## src/rtl/core/mqs_pkg.sv

```systemverilog
// Shared types and constants for the marquee scroll sequencer.
// Used by every module in rtl/core; depends on nothing.
package mqs_pkg;

	// Configuration register indexes
	localparam logic [1:0] CFG_HIDDEN_CHARS = 2'd0;
	localparam logic [1:0] CFG_CHAR_WIDTH   = 2'd1;
	localparam logic [1:0] CFG_WAIT_BEFORE  = 2'd2;
	localparam logic [1:0] CFG_WAIT_AFTER   = 2'd3;

	// Reported phase codes
	localparam logic [2:0] PH_CODE_UNINIT      = 3'd0;
	localparam logic [2:0] PH_CODE_IDLE        = 3'd1;
	localparam logic [2:0] PH_CODE_INIT        = 3'd2;
	localparam logic [2:0] PH_CODE_WAIT_BEFORE = 3'd3;
	localparam logic [2:0] PH_CODE_ROLL        = 3'd4;
	localparam logic [2:0] PH_CODE_WAIT_AFTER  = 3'd5;

	// Input opcodes
	localparam logic OP_TICK  = 1'b0;
	localparam logic OP_START = 1'b1;

	// Phase register, one-hot
	typedef enum logic [5:0] {
		PH_UNINIT      = 6'b000001,
		PH_IDLE        = 6'b000010,
		PH_INIT        = 6'b000100,
		PH_WAIT_BEFORE = 6'b001000,
		PH_ROLL        = 6'b010000,
		PH_WAIT_AFTER  = 6'b100000
	} phase_t;

	typedef struct packed {
		logic [7:0]  hidden_chars;
		logic [5:0]  char_width;
		logic [15:0] wait_before_ticks;
		logic [15:0] wait_after_ticks;
	} cfg_t;

	typedef struct packed {
		logic        redraw;
		logic [2:0]  phase_now;
		logic [7:0]  char_offset;
		logic [5:0]  pixels_left;
	} res_t;

	function automatic logic [2:0] phase_code(input phase_t ph);
		logic [2:0] code;
		unique case (ph)
			PH_UNINIT:      code = PH_CODE_UNINIT;
			PH_IDLE:        code = PH_CODE_IDLE;
			PH_INIT:        code = PH_CODE_INIT;
			PH_WAIT_BEFORE: code = PH_CODE_WAIT_BEFORE;
			PH_ROLL:        code = PH_CODE_ROLL;
			PH_WAIT_AFTER:  code = PH_CODE_WAIT_AFTER;
			default:        code = PH_CODE_UNINIT;
		endcase
		return code;
	endfunction

endpackage

```

## src/rtl/core/mqs_cfg_regs.sv

```systemverilog
// Configuration register file for the marquee scroll sequencer.
// Depends on mqs_pkg for register indexes and the config struct.
module mqs_cfg_regs (
	input  logic               clk,
	input  logic               arst_n,
	input  logic               cfg_valid,
	output logic               cfg_ready,
	input  logic [1:0]         cfg_index,
	input  logic [15:0]        cfg_data,
	output mqs_pkg::cfg_t      cfg
);

	mqs_pkg::cfg_t cfg_q;

	// Always ready: every write is taken straight into its register
	assign cfg_ready = 1'b1;
	assign cfg       = cfg_q;

	// Decode the index and update the addressed register
	always_ff @(posedge clk or negedge arst_n) begin
		if (!arst_n) begin
			cfg_q.hidden_chars      <= 8'd0;
			cfg_q.char_width        <= 6'd12;
			cfg_q.wait_before_ticks <= 16'd100;
			cfg_q.wait_after_ticks  <= 16'd100;
		end else if (cfg_valid && cfg_ready) begin
			unique case (cfg_index)
				mqs_pkg::CFG_HIDDEN_CHARS: cfg_q.hidden_chars      <= cfg_data[7:0];
				mqs_pkg::CFG_CHAR_WIDTH:   cfg_q.char_width        <= cfg_data[5:0];
				mqs_pkg::CFG_WAIT_BEFORE:  cfg_q.wait_before_ticks <= cfg_data;
				mqs_pkg::CFG_WAIT_AFTER:   cfg_q.wait_after_ticks  <= cfg_data;
				default: ;
			endcase
		end
	end

endmodule

```

## src/rtl/core/mqs_step.sv

```systemverilog
// Phase and counter state of the marquee scroll sequencer with its
// combinational update per transfer. Depends on mqs_pkg.
module mqs_step #(
	parameter int CHAR_COUNT_BITS = 8
) (
	input  logic               clk,
	input  logic               arst_n,
	input  logic               accept,
	input  logic               opcode,
	input  logic               save_cpu,
	input  mqs_pkg::cfg_t      cfg,
	output mqs_pkg::res_t      res
);

	mqs_pkg::phase_t              phase_q, phase_d, phase_eff;
	logic [15:0]                  wait_q, wait_d;
	logic [5:0]                   pix_q, pix_d;
	logic [CHAR_COUNT_BITS-1:0]   chars_q, chars_d;
	logic [CHAR_COUNT_BITS-1:0]   offset_q, offset_d;
	logic [CHAR_COUNT_BITS-1:0]   hidden_c;
	logic [15:0]                  wait_before_c, wait_after_c;
	logic [5:0]                   width_c;
	logic                         run, redraw_d;

	// Clamp zero registers to one and fit the hidden count to the counter width
	assign hidden_c      = CHAR_COUNT_BITS'(cfg.hidden_chars);
	assign wait_before_c = (cfg.wait_before_ticks == 16'd0) ? 16'd1 : cfg.wait_before_ticks;
	assign wait_after_c  = (cfg.wait_after_ticks == 16'd0) ? 16'd1 : cfg.wait_after_ticks;
	assign width_c       = (cfg.char_width == 6'd0) ? 6'd1 : cfg.char_width;

	// Next state for one tick or start
	always_comb begin
		phase_d   = phase_q;
		wait_d    = wait_q;
		pix_d     = pix_q;
		chars_d   = chars_q;
		offset_d  = offset_q;
		redraw_d  = 1'b0;
		phase_eff = phase_q;
		run       = 1'b1;

		// Start forces init without running it; saving restarts init, roll and wait-after and freezes the other phases
		if (opcode == mqs_pkg::OP_START) begin
			phase_d = mqs_pkg::PH_INIT;
			run     = 1'b0;
		end else if (save_cpu) begin
			if (phase_q == mqs_pkg::PH_INIT || phase_q == mqs_pkg::PH_ROLL ||
			    phase_q == mqs_pkg::PH_WAIT_AFTER) begin
				phase_eff = mqs_pkg::PH_INIT;
				phase_d   = mqs_pkg::PH_INIT;
			end else begin
				run = 1'b0;
			end
		end

		if (run) begin
			unique case (phase_eff)
				mqs_pkg::PH_INIT: begin
					offset_d = '0;
					pix_d    = 6'd0;
					chars_d  = hidden_c;
					phase_d  = (hidden_c == '0) ? mqs_pkg::PH_IDLE : mqs_pkg::PH_WAIT_BEFORE;
					wait_d   = wait_before_c;
					redraw_d = 1'b1;
				end
				mqs_pkg::PH_WAIT_BEFORE: begin
					if (wait_q <= 16'd1) begin
						wait_d   = 16'd0;
						phase_d  = mqs_pkg::PH_ROLL;
						offset_d = '0;
						redraw_d = 1'b1;
					end else begin
						wait_d = wait_q - 16'd1;
					end
				end
				mqs_pkg::PH_ROLL: begin
					// Shift one pixel; load the next glyph when the current one is done; with none left, go to wait-after
					if (chars_q != '0 || pix_q != 6'd0) begin
						if (pix_q == 6'd0) begin
							pix_d    = width_c - 6'd1;
							chars_d  = chars_q - 1'b1;
							offset_d = offset_q + 1'b1;
						end else begin
							pix_d = pix_q - 6'd1;
						end
					end else begin
						pix_d   = 6'd0;
						phase_d = mqs_pkg::PH_WAIT_AFTER;
						wait_d  = wait_after_c;
					end
					redraw_d = 1'b1;
				end
				mqs_pkg::PH_WAIT_AFTER: begin
					if (wait_q <= 16'd1) begin
						wait_d   = 16'd0;
						phase_d  = mqs_pkg::PH_INIT;
						redraw_d = 1'b1;
					end else begin
						wait_d = wait_q - 16'd1;
					end
				end
				default: ;
			endcase
		end
	end

	// Hold state between transfers
	always_ff @(posedge clk or negedge arst_n) begin
		if (!arst_n) begin
			phase_q  <= mqs_pkg::PH_UNINIT;
			wait_q   <= 16'd0;
			pix_q    <= 6'd0;
			chars_q  <= '0;
			offset_q <= '0;
		end else if (accept) begin
			phase_q  <= phase_d;
			wait_q   <= wait_d;
			pix_q    <= pix_d;
			chars_q  <= chars_d;
			offset_q <= offset_d;
		end
	end

	assign res.redraw      = redraw_d;
	assign res.phase_now   = mqs_pkg::phase_code(phase_d);
	assign res.char_offset = 8'(offset_d);
	assign res.pixels_left = pix_d;

`ifndef SYNTHESIS
	a_wait_before_nonzero: assert property (@(posedge clk) disable iff (!arst_n)
		phase_q == mqs_pkg::PH_WAIT_BEFORE |-> wait_q != 16'd0)
		else $error("wait-before phase with empty wait counter");
	a_idle_no_chars: assert property (@(posedge clk) disable iff (!arst_n)
		phase_q == mqs_pkg::PH_IDLE |-> chars_q == '0)
		else $error("idle phase with characters left to scroll");
`endif

endmodule

```

## src/rtl/core/mqs_out_buf.sv

```systemverilog
// Output register with one skid entry for the sequencer results.
// Depends on mqs_pkg for the result struct.
module mqs_out_buf (
	input  logic               clk,
	input  logic               arst_n,
	input  logic               push,
	input  mqs_pkg::res_t      push_res,
	output logic               full,
	output logic               out_valid,
	input  logic               out_stall,
	output mqs_pkg::res_t      out_res
);

	mqs_pkg::res_t out_q, skid_q;
	logic          out_valid_q, skid_valid_q;
	logic          out_fire;

	assign out_fire  = out_valid_q && !out_stall;
	assign full      = skid_valid_q;
	assign out_valid = out_valid_q;
	assign out_res   = out_q;

	// Track occupancy of output and skid entries
	always_ff @(posedge clk or negedge arst_n) begin
		if (!arst_n) begin
			out_valid_q  <= 1'b0;
			skid_valid_q <= 1'b0;
		end else if (skid_valid_q) begin
			if (out_fire) begin
				skid_valid_q <= 1'b0;
			end
		end else if (push) begin
			if (!out_valid_q || out_fire) begin
				out_valid_q <= 1'b1;
			end else begin
				skid_valid_q <= 1'b1;
			end
		end else if (out_fire) begin
			out_valid_q <= 1'b0;
		end
	end

	// Move payloads: skid drains first, otherwise a new result fills a free slot
	always_ff @(posedge clk) begin
		if (skid_valid_q) begin
			if (out_fire) begin
				out_q <= skid_q;
			end
		end else if (push) begin
			if (!out_valid_q || out_fire) begin
				out_q <= push_res;
			end else begin
				skid_q <= push_res;
			end
		end
	end

`ifndef SYNTHESIS
	a_skid_implies_out: assert property (@(posedge clk) disable iff (!arst_n)
		skid_valid_q |-> out_valid_q)
		else $error("skid entry held while output register is empty");
	a_skid_drains: assert property (@(posedge clk) disable iff (!arst_n)
		skid_valid_q && !out_stall |=> out_valid_q && !skid_valid_q)
		else $error("skid entry not moved to output after transfer");
`endif

endmodule

```

## src/rtl/core/text_marquee_scroll_sequencer_unit.sv

```systemverilog
// Top level of the marquee scroll sequencer.
// Depends on mqs_pkg, mqs_cfg_regs, mqs_step and mqs_out_buf.

// Each accepted item (a tick or a start command) produces exactly one result,
// registered in the output register, or first in the skid entry while that one
// is held, and then offered on the output channel. The block takes one item per
// clock: the phase and counter update is combinational in mqs_step, and an
// output register plus one skid entry let the input keep moving while a result
// waits; in_stall rises only when both are occupied. Configuration writes are
// taken at any time (cfg_ready is always high) but should only be issued while
// no results are pending. CHAR_COUNT_BITS sets the width of the character
// counters; char_offset shows the low 8 bits of the offset counter.
module text_marquee_scroll_sequencer_unit #(
	parameter int CHAR_COUNT_BITS = 8
) (
	input  logic        clk,
	input  logic        arst_n,
	input  logic        cfg_valid,
	output logic        cfg_ready,
	input  logic [1:0]  cfg_index,
	input  logic [15:0] cfg_data,
	input  logic        in_valid,
	output logic        in_stall,
	input  logic        opcode,
	input  logic        save_cpu,
	output logic        out_valid,
	input  logic        out_stall,
	output logic        redraw,
	output logic [2:0]  phase_now,
	output logic [7:0]  char_offset,
	output logic [5:0]  pixels_left
);

	mqs_pkg::cfg_t cfg;
	mqs_pkg::res_t step_res, out_res;
	logic          buf_full, accept;

	// Accept whenever the skid entry is free
	assign in_stall = buf_full;
	assign accept   = in_valid && !in_stall;

	mqs_cfg_regs u_cfg (
		.clk       (clk),
		.arst_n    (arst_n),
		.cfg_valid (cfg_valid),
		.cfg_ready (cfg_ready),
		.cfg_index (cfg_index),
		.cfg_data  (cfg_data),
		.cfg       (cfg)
	);

	mqs_step #(
		.CHAR_COUNT_BITS (CHAR_COUNT_BITS)
	) u_step (
		.clk      (clk),
		.arst_n   (arst_n),
		.accept   (accept),
		.opcode   (opcode),
		.save_cpu (save_cpu),
		.cfg      (cfg),
		.res      (step_res)
	);

	mqs_out_buf u_out (
		.clk       (clk),
		.arst_n    (arst_n),
		.push      (accept),
		.push_res  (step_res),
		.full      (buf_full),
		.out_valid (out_valid),
		.out_stall (out_stall),
		.out_res   (out_res)
	);

	assign redraw      = out_res.redraw;
	assign phase_now   = out_res.phase_now;
	assign char_offset = out_res.char_offset;
	assign pixels_left = out_res.pixels_left;

endmodule

```

## config.mk

```make
export PLATFORM = sky130hd
export DESIGN_NAME = text_marquee_scroll_sequencer_unit
export DESIGN_NICKNAME = d
export VERILOG_FILES = /design/src/rtl/core/mqs_pkg.sv /design/src/rtl/core/mqs_cfg_regs.sv /design/src/rtl/core/mqs_step.sv /design/src/rtl/core/mqs_out_buf.sv /design/src/rtl/core/text_marquee_scroll_sequencer_unit.sv
export SDC_FILE = /design/constraint.sdc
export NUM_CORES = 1
export LEC_CHECK = 0
export ABC_AREA = 1
export CELL_PAD_IN_SITES_DETAIL_PLACEMENT = 0
export CELL_PAD_IN_SITES_GLOBAL_PLACEMENT = 1
export CORE_AREA = 5 5 129 131
export CTS_CLUSTER_SIZE = 24
export DETAILED_ROUTE_END_ITERATION = 10
export DIE_AREA = 0 0 134 136
export DONT_BUFFER_PORTS = 1
export PLACE_DENSITY_LB_ADDON = 0.12
export SETUP_SLACK_MARGIN = 0.3
export SLEW_MARGIN = 20
export SYNTH_ARGS = -nofsm -noshare
export SYNTH_HDL_FRONTEND = slang
export SYNTH_SLANG_ARGS = --single-unit
```

## constraint.sdc

```tcl
create_clock -name clk -period 2.1 [get_ports clk]
set_input_delay 0.42 -clock clk [delete_from_list [all_inputs] [get_ports clk]]
set_output_delay 0.42 -clock clk [all_outputs]
set_load 0.02 [all_outputs]
```

==> impl_metrics.json, run 1 <==
{
  "drtIter0Drc": 321,
  "clk_pin_slew_worst_paths_ns": 0.06,
  "drt-wirelength-per-cell_um": 15.2,
  "ios": 46,
  "cts-root-buf": "clkbuf_16",
  "drc": 0,
  "cts_tree": "done",
  "syn_inst": 796,
  "crit_path_max_fanout": 6,
  "synth_xor_area_share_pct": 2.65,
  "nNetsFinal": 939,
  "cp.depth": 15,
  "ff2ff_path_depth": 15,
  "wl_um": 16900,
  "crit_family": "simple AND/OR/NAND/NOR gates",
  "peakVddDrop_v": 0.000659,
  "grt_setup_unrepaired": "true",
  "synth_nets": 827,
  "dr.pass1.iters": 6,
  "async_reset_ff_share_pct": 71.9,
  "hold_viol": 92,
  "syn_area_per_cell_sq_um": 8.30,
  "path_cells": "inv_2, nand2_2, nor2_4, nand2_2, nand2_4, nand3_4, nand3_4, buf_6, nand2_4, o21ai_4, inv_2, nand2_4, inv_6, a22o_4, o21ai_2",
  "violations": "hold timing, setup timing",
  "start_kind": "flip-flop",
  "die_y_um": 136,
  "clk_latency_ns": 0.42,
  "synth_edf_count": 36,
  "cp.required_ns": 2.38,
  "dr_total_vias": 5649,
  "yosys_register_bits": 128,
  "outcome": "complete, but fails checks",
  "fill_cells": 1366,
  "hold_path.class": "input pin to asynchronous set/reset pin",
  "setup_ws_ns": -0.0948,
  "grt_max_degree": 93,
  "crit_arrival_ns": 2.47,
  "cts_buffers": 17,
  "antenna_found_initial": 0,
  "endpoint_kind": "flip-flop",
  "htree_levels": 4,
  "syn_area_sq_um": 6610,
  "drv_cap": 0,
  "final_common_cell": "nand2_1",
  "synth_cell_types": 46,
  "worst_slew_pin_slew_ns": 0.540,
  "die_area_sq_um": 18200,
  "cts.sinks": 128,
  "ys_warn_count": 0,
  "min_period_ns": 2.19,
  "synth_fa_ha_area_share_pct": 1.14,
  "grt_usage_pct": 18.9,
  "setup_violations": 43,
  "ys_seq_area_share_pct": 51.4,
  "path_buf_inv": 4,
  "path_class": "flip-flop to flip-flop",
  "viasPerCell": 5.08,
  "portBuffers": 0,
  "power_density_nw_per_um2": 1450,
  "p_leak_uw": 0.00408,
  "start_util_pct": 42.7,
  "synth_top_family_by_area": "simple AND/OR/NAND/NOR gates",
  "layout_common_cells": "nand2_1 (177), buf_4 (94), inv_1 (87), dfrtp_1 (81), o21ai_0 (65)",
  "fp.coreArea_sq_um": 15500,
  "synth_flop_cell": "dfrtp_1",
  "final.period_utilization_pct": 105,
  "grt_pass1_wl_um": 27500,
  "synthSimpleGateAreaFrac_pct": 21.8,
  "overflow": 0,
  "rows": 46,
  "finalClockSkew_ns": 0.00809,
  "grt_pass1_vias": 5559,
  "cp_slowest_cell": "dfrtp_1",
  "fmax_ghz": 0.456,
  "ant_nets": 0,
  "final_layout_size_suffix_gt1_share_pct": 32.8,
  "power.total_uw": 13000,
  "hold_slack_ns": -0.308,
  "path_common_cell": "nand2_4",
  "muxShareOfSynthArea_pct": 0.511,
  "crit_path_max_incr_delay_ns": 0.41,
  "hpwl_um": 11600,
  "clk_path_buf_depth": 2,
  "diodes": 0,
  "maxSlewHeadroom_pct": 63.9,
  "drv_slew": 0,
  "fp.dieW_um": 134,
  "area_delta_synth_final_pct": 35.8,
  "synth_compound_area_share_pct": 14.3,
  "place_congestion": 0.940
}
==> power by group <==
group / switching (uW) / internal, uW
logic: 3280 / 2700
registers: 622 / 3420
clock network: 1120 / 1880
total: 5020 / 8000
==> metrics by stage <==
| step | std cells | util, % | TNS (ns) | setup slack [ns] | cell area [sq um] |
|---|---|---|---|---|---|
| after detailed placement | 1041 | 47.8 | -2.06 | -0.150 | 7390 |
| after CTS | 1094 | 54.9 | -0.562 | -0.0558 | 8510 |
| after global placement | 1041 | 47.8 | -1.48 | -0.128 | 7390 |
| after global routing | 1113 | 57.9 | -8.62 | -0.233 | 8970 |
| after floorplan | 796 | - | 0 | 0.0807 | 6690 |
| final | 1113 | 57.9 | -2.14 | -0.0948 | 8970 |
==> worst register-to-register path: stages (launching register included) <==
cell     delay (ns)
dfrtp_1        0.41
inv_2          0.09
nand2_2        0.06
nor2_4         0.14
nand2_2        0.09
nand2_4        0.09
nand3_4        0.09
nand3_4        0.15
buf_6          0.15
nand2_4        0.06
o21ai_4        0.15
inv_2          0.07
nand2_4        0.10
inv_6          0.05
a22o_4         0.23
o21ai_2        0.12
==> routing by layer <==
layer  wire length (um)  global-route usage, %  up-vias
met4                327                   6.97        0
met2               8040                   31.0      113
met3                579                   3.85       30
met1               7930                   25.0     2663
li1                   -                      -     2843
met5                  0                      0        -
==> synthesized netlist by cell type, types with 2 or more instances <==
cell / instances / area, sq um
o211ai_1: 9 / 67.6
nand3b_1: 2 / 15.0
o21ai_1: 6 / 30.0
o21ai_2: 4 / 35.0
inv_2: 8 / 30.0
nor2_4: 2 / 22.5
dfstp_2: 9 / 236
edfxtp_1: 36 / 1080
mux2_2: 2 / 22.5
nor2_1: 58 / 218
nand3_2: 4 / 40.0
o221ai_1: 10 / 87.6
dfrtp_1: 83 / 2080
o22ai_1: 6 / 37.5
o21ai_0: 105 / 526
xor2_1: 18 / 158
a31oi_1: 7 / 43.8
nor2_2: 5 / 31.3
clkbuf_1: 17 / 63.8
nor3_1: 8 / 40.0
or4_1: 2 / 15.0
xnor2_1: 2 / 17.5
a21oi_1: 10 / 50.1
a21o_1: 3 / 22.5
nand3_1: 23 / 115
nand2_2: 6 / 37.5
nor4_1: 3 / 18.8
buf_4: 2 / 15.0
buf_2: 6 / 30.0
nand2_1: 209 / 785
ha_1: 6 / 75.1
inv_1: 101 / 379
nand4_1: 11 / 68.8
==> what timing repair did <==
| item | in CTS | in global routing |
|---|---|---|
| buffers inserted | 20 | 18 |
| gates resized for setup | 96 | 107 |
| gates cloned | 1 | 1 |
| hold endpoints to repair | 92 | 92 |
| setup endpoints to repair | 78 | 78 |
| pin swaps | 25 | 44 |
==> cells by family after synthesis <==
logic type / Yosys count
adder cells (fa/ha/maj): 6
other: 1
AND/OR/NAND/NOR: 336
XOR/XNOR: 20
flip-flops: 128
buffers and inverters: 137
AO/OA/AOI/OAI: 165
multiplexers: 3
==> worst paths after layout <==
check | end | slack [ns] | start
hold / removal | u_cfg.cfg[38]$_DFFE_PN0P_ | -0.31 | arst_n
max in group asynchronous | u_cfg.cfg[34]$_DFFE_PN1P_ | 2.17 | arst_n
min in group clk | u_step.phase_q[0]$_DFFE_PN1P_ | 0.06 | opcode
setup / recovery | u_out.out_res[8]$_DFFE_PP_ | -0.09 | u_step.phase_q[2]$_DFFE_PN0P_
hold reg to reg | u_cfg.cfg[10]$_DFFE_PN0P_ | 0.49 | u_cfg.cfg[10]$_DFFE_PN0P_
setup reg to reg | u_out.out_res[8]$_DFFE_PP_ | -0.09 | u_step.phase_q[2]$_DFFE_PN0P_
==> layout make-up <==
type	instances	area [sq um]	share of cell area, %
clock inverters	12	130	1.45
well taps	192	240	2.68
multi-input cells	531	3250	36.3
clock buffers	20	478	5.33
inverters	110	437	4.87
flip-flops and latches	128	3400	37.9
repair buffers	120	1040	11.5
==> flip-flops by register name (all words and copies together) (netlist names) <==
register         flops
u_step.pix_q         6
u_step.chars_q       8
u_out.skid_q        18
u_out.out_valid      1
u_out.out_res       18
u_step.offset_q      8
u_step.wait_q       16
u_cfg.cfg           46
u_step.phase_q       6
u_out.full           1
(Power assumes the default switching activity.)
==> inputs of run 2 (changes only) <==
- CORE_AREA: 5 5 129 131 -> 5 5 148 150
- CTS_CLUSTER_DIAMETER: unset -> 60
- DIE_AREA: 0 0 134 136 -> 0 0 153 155
- GPL_TIMING_DRIVEN: unset -> 0
==> run 2 against run 1 <==
- the flow still finishes with violations (hold timing, setup timing)
- global-route usage decreased by 3.3 points
- sequential cell count unchanged
- routed wire length is 8.7% higher
- critical path depth up 3
- hold slack gained 0.00090 ns
- combinational power down 15%
- via count down 2.0%
- sequential share of layout area up 1.2 points
- power decreased by 6.8%
- count of clock-buffer cells in the layout is the same
- register-to-register slack worse by 0.02 ns
==> impl_metrics.json, run 2 (synthesis results as in run 1) <==
{
  "outcome": "complete, but fails checks",
  "violations": "hold timing, setup timing",
  "power.total_uw": 12100,
  "grt_setup_unrepaired": "true",
  "dr_total_vias": 5536,
  "antenna_found_initial": 0,
  "grt_pass1_vias": 5654,
  "drt-wirelength-per-cell_um": 15.9,
  "hpwl_um": 13000,
  "final_layout_size_suffix_gt1_share_pct": 29.4,
  "rows": 53,
  "min_period_ns": 2.21,
  "combPwrFrac_pct": 41.7,
  "seqPwrFrac_pct": 34.0,
  "final_common_cell": "nand2_1",
  "crit_arrival_ns": 2.39,
  "peakVddDrop_v": 0.000648,
  "path_cells": "inv_2, nand2_4, nor2_2, nand2_2, nand2_2, nand3_4, nand3_4, buf_12, inv_8, nand3b_1, o21ai_2, nand2_2, nand2_2, inv_2, nand2_2, nand3_4, nand2_2, nand2_1",
  "cts.sinks": 128,
  "hold_viol": 92,
  "path_class": "flip-flop to flip-flop",
  "overflow": 0,
  "p_sw_uw": 4900,
  "fmax_ghz": 0.452,
  "crit_path_max_incr_delay_ns": 0.54,
  "worst_slew_pin_slew_ns": 0.540,
  "clk_latency_ns": 0.42,
  "start_util_pct": 32.1,
  "drc": 0,
  "diodes": 0,
  "path_common_cell": "nand2_2",
  "fp.dieW_um": 153,
  "setup_ws_ns": -0.110,
  "portBuffers": 0,
  "switching_share_pct": 40.4,
  "ant_nets": 0,
  "place_congestion": 0.832,
  "largest_reg_flops": 46,
  "crit_path_max_fanout": 8,
  "cts_tree": "done",
  "clk_path_buf_depth": 2,
  "cts-root-buf": "clkbuf_16",
  "final.period_utilization_pct": 105,
  "p_leak_uw": 0.00383,
  "drv_cap": 0,
  "post-place-ws_ns": -0.326,
  "wl_um": 18400,
  "clk_pin_slew_worst_paths_ns": 0.06,
  "hold_path.class": "input pin to asynchronous set/reset pin",
  "hold_slack_ns": -0.307,
  "tns_ns": -0.962,
  "grt_max_degree": 93,
  "dr.pass1.iters": 4,
  "utilization_pct": 42.3,
  "die_y_um": 155,
  "nNetsFinal": 899,
  "fp.coreArea_sq_um": 20600,
  "layout_common_cells": "nand2_1 (172), inv_1 (83), dfrtp_1 (83), o21ai_0 (72), buf_4 (45)",
  "ios": 46,
  "power.internal_uw": 7230,
  "area_delta_synth_final_pct": 31.6,
  "grt_pass1_wl_um": 29600,
  "cp.required_ns": 2.28,
  "start_kind": "flip-flop",
  "drv_slew": 0,
  "setup_violations": 28,
  "cts_buffers": 17,
  "maxSlewHeadroom_pct": 63.6,
  "power_density_nw_per_um2": 1390,
  "die_area_sq_um": 23700,
  "clkPwrFrac_pct": 24.3,
  "htree_levels": 4,
  "finalClockSkew_ns": 0.00782,
  "endpoint_kind": "flip-flop",
  "grt_usage_pct": 15.6,
  "drtIter0Drc": 305,
  "cp_slowest_cell": "dfstp_2",
  "viasPerCell": 4.79
}
==> run 2: worst paths after layout <==
path / startpoint / to / slack, ns / cells past startpoint
worst max-delay path: u_step.phase_q[0]$_DFFE_PN1P_ / u_out.out_res[14]$_DFFE_PP_ / -0.11 / 18
max in group asynchronous: arst_n / u_cfg.cfg[35]$_DFFE_PN1P_ / 2.20 / 0
worst min register to register: u_cfg.cfg[33]$_DFFE_PN0P_ / u_cfg.cfg[33]$_DFFE_PN0P_ / 0.49 / 2
min in group clk: opcode / u_step.phase_q[0]$_DFFE_PN1P_ / 0.04 / 1
worst max register to register: u_step.phase_q[0]$_DFFE_PN1P_ / u_out.out_res[14]$_DFFE_PP_ / -0.11 / 18
worst min-delay path: arst_n / u_step.phase_q[2]$_DFFE_PN0P_ / -0.31 / 0
==> run 2: cell type report <==
cell class | instances | area [sq um]
Clock inverter | 12 | 133
Inverter | 110 | 443
Sequential cell | 128 | 3390
Buffer | 27 | 205
Multi-Input combinational cell | 531 | 3280
Fill cell | 2088 | 11900
Tap cell | 275 | 344
Timing Repair Buffer | 53 | 449
Clock buffer | 20 | 447
==> run 2: critical path: cells and delay by family, from the launching register on <==
family / cells / cell delay [ns]
flops: 1 / 0.54
compound gates: 1 / 0.07
buf+inv: 4 / 0.31
simple gates: 13 / 1.03
==> run 2: per-layer routing <==
metal	GRT usage, %	wire [um]	vias to the layer above
met4	6.32	483	0
met1	20.4	8590	2645
met2	25.7	8740	93
met3	2.92	537	30
met5	0	0	-
li1	-	-	2768
==> run 2: repair_timing <==
action / in CTS / in global routing
endpoints found under the setup margin: 117 / 116
pin swaps: 33 / 29
gates cloned: 2 / 0
setup buffers: 35 / 16
resized for setup: 132 / 80
endpoints found under the hold margin: 92 / 92
==> run 2: power by group through the flow <==
stage                     clock network (uW)  registers (uW)  logic, uW
final                                   2940            4130       5060
after global routing                    3100            4220       5610
after CTS                               3020            4120       4420
after detailed placement                   0            4150       3450
after global placement                     0            4130       3420
after floorplan                            0            4010       2660
==> run 2: per-stage QoR <==
step	cell area, sq um	instances
CTS	8280	1140
global route	8700	1156
global placement	7040	1071
finish	8700	1156
floorplan	6690	796
detailed placement	7040	1071
==> inputs of run 3 (changes only) <==
- CORE_AREA: 5 5 148 150 -> 5 5 152 154
- DIE_AREA: 0 0 153 155 -> 0 0 157 159
- RECOVER_POWER: unset -> 100
- SYNTH_HIERARCHICAL: unset -> 1
==> run 3 against run 2 <==
- the flow still finishes with violations (hold timing, setup timing)
- power is 1.6% lower
- worst setup slack better by 0.017 ns
- combinational power is 3% lower
- routed wire length is 12% higher
- cell area is 9.0% higher
- critical path type unchanged
==> impl_metrics.json, run 3 <==
{
  "outcome": "complete, but fails checks",
  "violations": "hold timing, setup timing",
  "yosys.area.top_type": "dfrtp_1",
  "clk_pin_slew_worst_paths_ns": 0.06,
  "synth_compound_area_share_pct": 9.75,
  "drc": 0,
  "async_reset_ff_share_pct": 71.9,
  "antenna_found_initial": 0,
  "hold_slack_ns": -0.307,
  "htree_levels": 4,
  "diodes": 0,
  "rows": 54,
  "grt_usage_pct": 16.3,
  "worst_slew_pin_slew_ns": 0.607,
  "synth_top_area_share_pct": 29.9,
  "cts_tree": "done",
  "power_density_nw_per_um2": 1260,
  "grt_max_degree": 93,
  "crit_path_max_incr_delay_ns": 0.45,
  "viasPerCell": 4.96,
  "finalClockSkew_ns": 0.00953,
  "largest_reg_flops": 46,
  "cts.sinks": 128,
  "syn_area_per_cell_sq_um": 8.17,
  "synth_cell_types": 55,
  "reg2reg_to": "u_out/out_res[10]$_DFFE_PP_",
  "hold_viol": 92,
  "final_common_cell": "nand2_1",
  "ff2ff_path_depth": 15,
  "area_delta_synth_final_pct": 36.3,
  "start_kind": "flip-flop",
  "ant_nets": 0,
  "min_period_ns": 2.19,
  "cp.required_ns": 2.27,
  "wl_um": 20500,
  "synth_nets": 882,
  "synth_edf_count": 36,
  "yosys_register_bits": 128,
  "hold_path.class": "input pin to asynchronous set/reset pin",
  "grt_pass1_wl_um": 32200,
  "final.period_utilization_pct": 104,
  "synth_top_family_by_area": "simple AND/OR/NAND/NOR gates",
  "fp.dieW_um": 157,
  "portBuffers": 0,
  "clk_path_buf_depth": 2,
  "layout_common_cells": "nand2_1 (216), dfrtp_1 (75), nand2_2 (61), nor2_1 (47), inv_1 (44)",
  "rr_startpoint": "u_step/phase_q[1]$_DFFE_PN0P_",
  "syn_inst": 851,
  "place_area_sq_um": 7390,
  "tns_ns": -1.16,
  "synth_xor_area_share_pct": 2.14,
  "synth_area_leaders": "dfrtp_1 (30%), edfxtp_1 (16%), nand2_1 (15%), nand4_1 (3.9%), nor2_1 (3.7%)",
  "dr.pass1.iters": 4,
  "syn_area_sq_um": 6950,
  "synth_flop_cell": "dfrtp_1",
  "p_leak_uw": 0.00418,
  "ff2ff_setup_slack_ns": -0.09,
  "peakVddDrop_v": 0.000553,
  "fp.coreArea_sq_um": 21600,
  "path_class": "flip-flop to flip-flop",
  "setup_violations": 22,
  "cp_slowest_cell": "dfrtp_2",
  "fmax_ghz": 0.456,
  "utilization_pct": 44.0,
  "grt_setup_unrepaired": "true",
  "dr_total_vias": 6092,
  "final_cell_area_sq_um": 9480,
  "final_layout_size_suffix_gt1_share_pct": 38.5,
  "synthSimpleGateAreaFrac_pct": 30.8,
  "synth_most_common_cell": "nand2_1",
  "place_congestion": 0.803,
  "grt_pass1_vias": 6151,
  "crit_path_max_fanout": 6,
  "crit_arrival_ns": 2.37,
  "path_cells": "nor2_4, nand2_4, inv_4, nand2_4, nand2_4, nand3_4, nand2_4, clkinvlp_4, buf_6, buf_8, buf_6, o21ai_4, a21oi_4, nand2_2, nand2_1",
  "hpwl_um": 13900,
  "synth_fa_ha_area_share_pct": 1.08,
  "start_util_pct": 32.3,
  "drv_cap": 0,
  "path_common_cell": "nand2_4",
  "die_area_sq_um": 25000,
  "ios": 46,
  "drv_slew": 0,
  "cts_buffers": 17,
  "maxSlewHeadroom_pct": 59.6,
  "cts-root-buf": "clkbuf_16",
  "yosys-top-cells-count": "nand2_1 (274), dfrtp_1 (83), nor2_1 (69)",
  "overflow": 0,
  "drt-wirelength-per-cell_um": 16.7,
  "muxShareOfSynthArea_pct": 0.144,
  "clk_latency_ns": 0.42,
  "setup_ws_ns": -0.0933,
  "post-place-ws_ns": -0.387,
  "ys_warn_count": 6,
  "nNetsFinal": 967,
  "endpoint_kind": "flip-flop",
  "die_y_um": 159,
  "drtIter0Drc": 340,
  "ys_seq_area_share_pct": 48.8
}
[run 3: cell count changes in the layout (fill, tap and decap cells not counted), moves of 9 or more]
| cell | change |
|---|---|
| o21ai_2 | +17 |
| nand2_1 | +44 |
| buf_4 | -11 |
| buf_6 | +31 |
| inv_1 | -39 |
| nor2_4 | +9 |
| nand4_1 | +32 |
| nand2_2 | +31 |
| o21ai_0 | -64 |
[run 3: cell type report]
type / instances / area (sq um)
buffer: 32 / 251
clock inverter: 15 / 148
clock buffer: 17 / 425
tap: 280 / 350
timing repair buffer: 66 / 639
sequential: 128 / 3400
fill: 2071 / 12100
multi-input combinational: 615 / 3930
inverter: 76 / 330
[run 3: cell families (layout without fill, tap and decap cells)]
family,Yosys count,in the layout
XOR/XNOR,17,17
buffers and inverters,108,206
AO/OA/AOI/OAI,117,117
multiplexers,1,1
other,1,1
AND/OR/NAND/NOR,473,473
flip-flops,128,128
adder cells (fa/ha/maj),6,6
[run 3: worst max-delay path by stage]
stage,startpoint,to,slack [ns],cells past startpoint
2_1_floorplan,u_step/phase_q[0]$_DFFE_PN1P_,u_out/out_res[14]$_DFFE_PP_,0.14,16
3_3_place_gp,u_step/chars_q[0]$_DFFE_PN0P_,u_out/out_res[16]$_DFFE_PP_,-0.35,14
3_5_place_dp,u_step/chars_q[0]$_DFFE_PN0P_,u_out/out_res[16]$_DFFE_PP_,-0.39,14
4_1_cts,u_step/phase_q[0]$_DFFE_PN1P_,u_out/out_res[14]$_DFFE_PP_,-0.05,16
5_1_grt,u_step/phase_q[0]$_DFFE_PN1P_,u_out/out_res[11]$_DFFE_PP_,-0.24,17
6_report,u_step/phase_q[1]$_DFFE_PN0P_,u_out/out_res[10]$_DFFE_PP_,-0.09,15
[run 3: routing by layer]
| metal | vias up | wire [um] | GRT usage [%] |
|---|---|---|---|
| li1 | 3019 | - | - |
| met1 | 2940 | 9540 | 21.6 |
| met2 | 103 | 9930 | 26.5 |
| met3 | 30 | 635 | 2.75 |
| met4 | 0 | 434 | 6.07 |
| met5 | - | 0 | 0 |
[run 3: power breakdown]
group          switching, uW  leakage [uW]  internal, uW
Combinational           2940       0.00240          1970
Clock                   1230      0.000282          1660
Sequential               789       0.00150          3340
[run 3: worst max-delay path, delay by kind of cell, from the launching register on]
kind	cells	cell delay [ns]
and+or+nand+nor	8	0.76
buffers and inverters	5	0.58
AOI/OAI and AO/OA	2	0.14
DFF	1	0.45
[run 3: metrics by stage]
| stage | hold slack [ns] | power (uW) | std cells |
|---|---|---|---|
| after global placement | 0.127 | 7380 | 1131 |
| after CTS | -0.329 | 11300 | 1209 |
| after floorplan | 0.124 | 6560 | 851 |
| after detailed placement | 0.127 | 7440 | 1131 |
| after global routing | -0.331 | 12700 | 1229 |
| final | -0.307 | 11900 | 1229 |
[run 3: what timing repair did]
action | 4_1_cts | 5_1_grt
buffers inserted | 44 | 20
gates cloned | 2 | 0
setup endpoints to repair | 115 | 97
endpoints found under the hold margin | 92 | 92
gates resized for setup | 170 | 147
pin swaps | 37 | 61
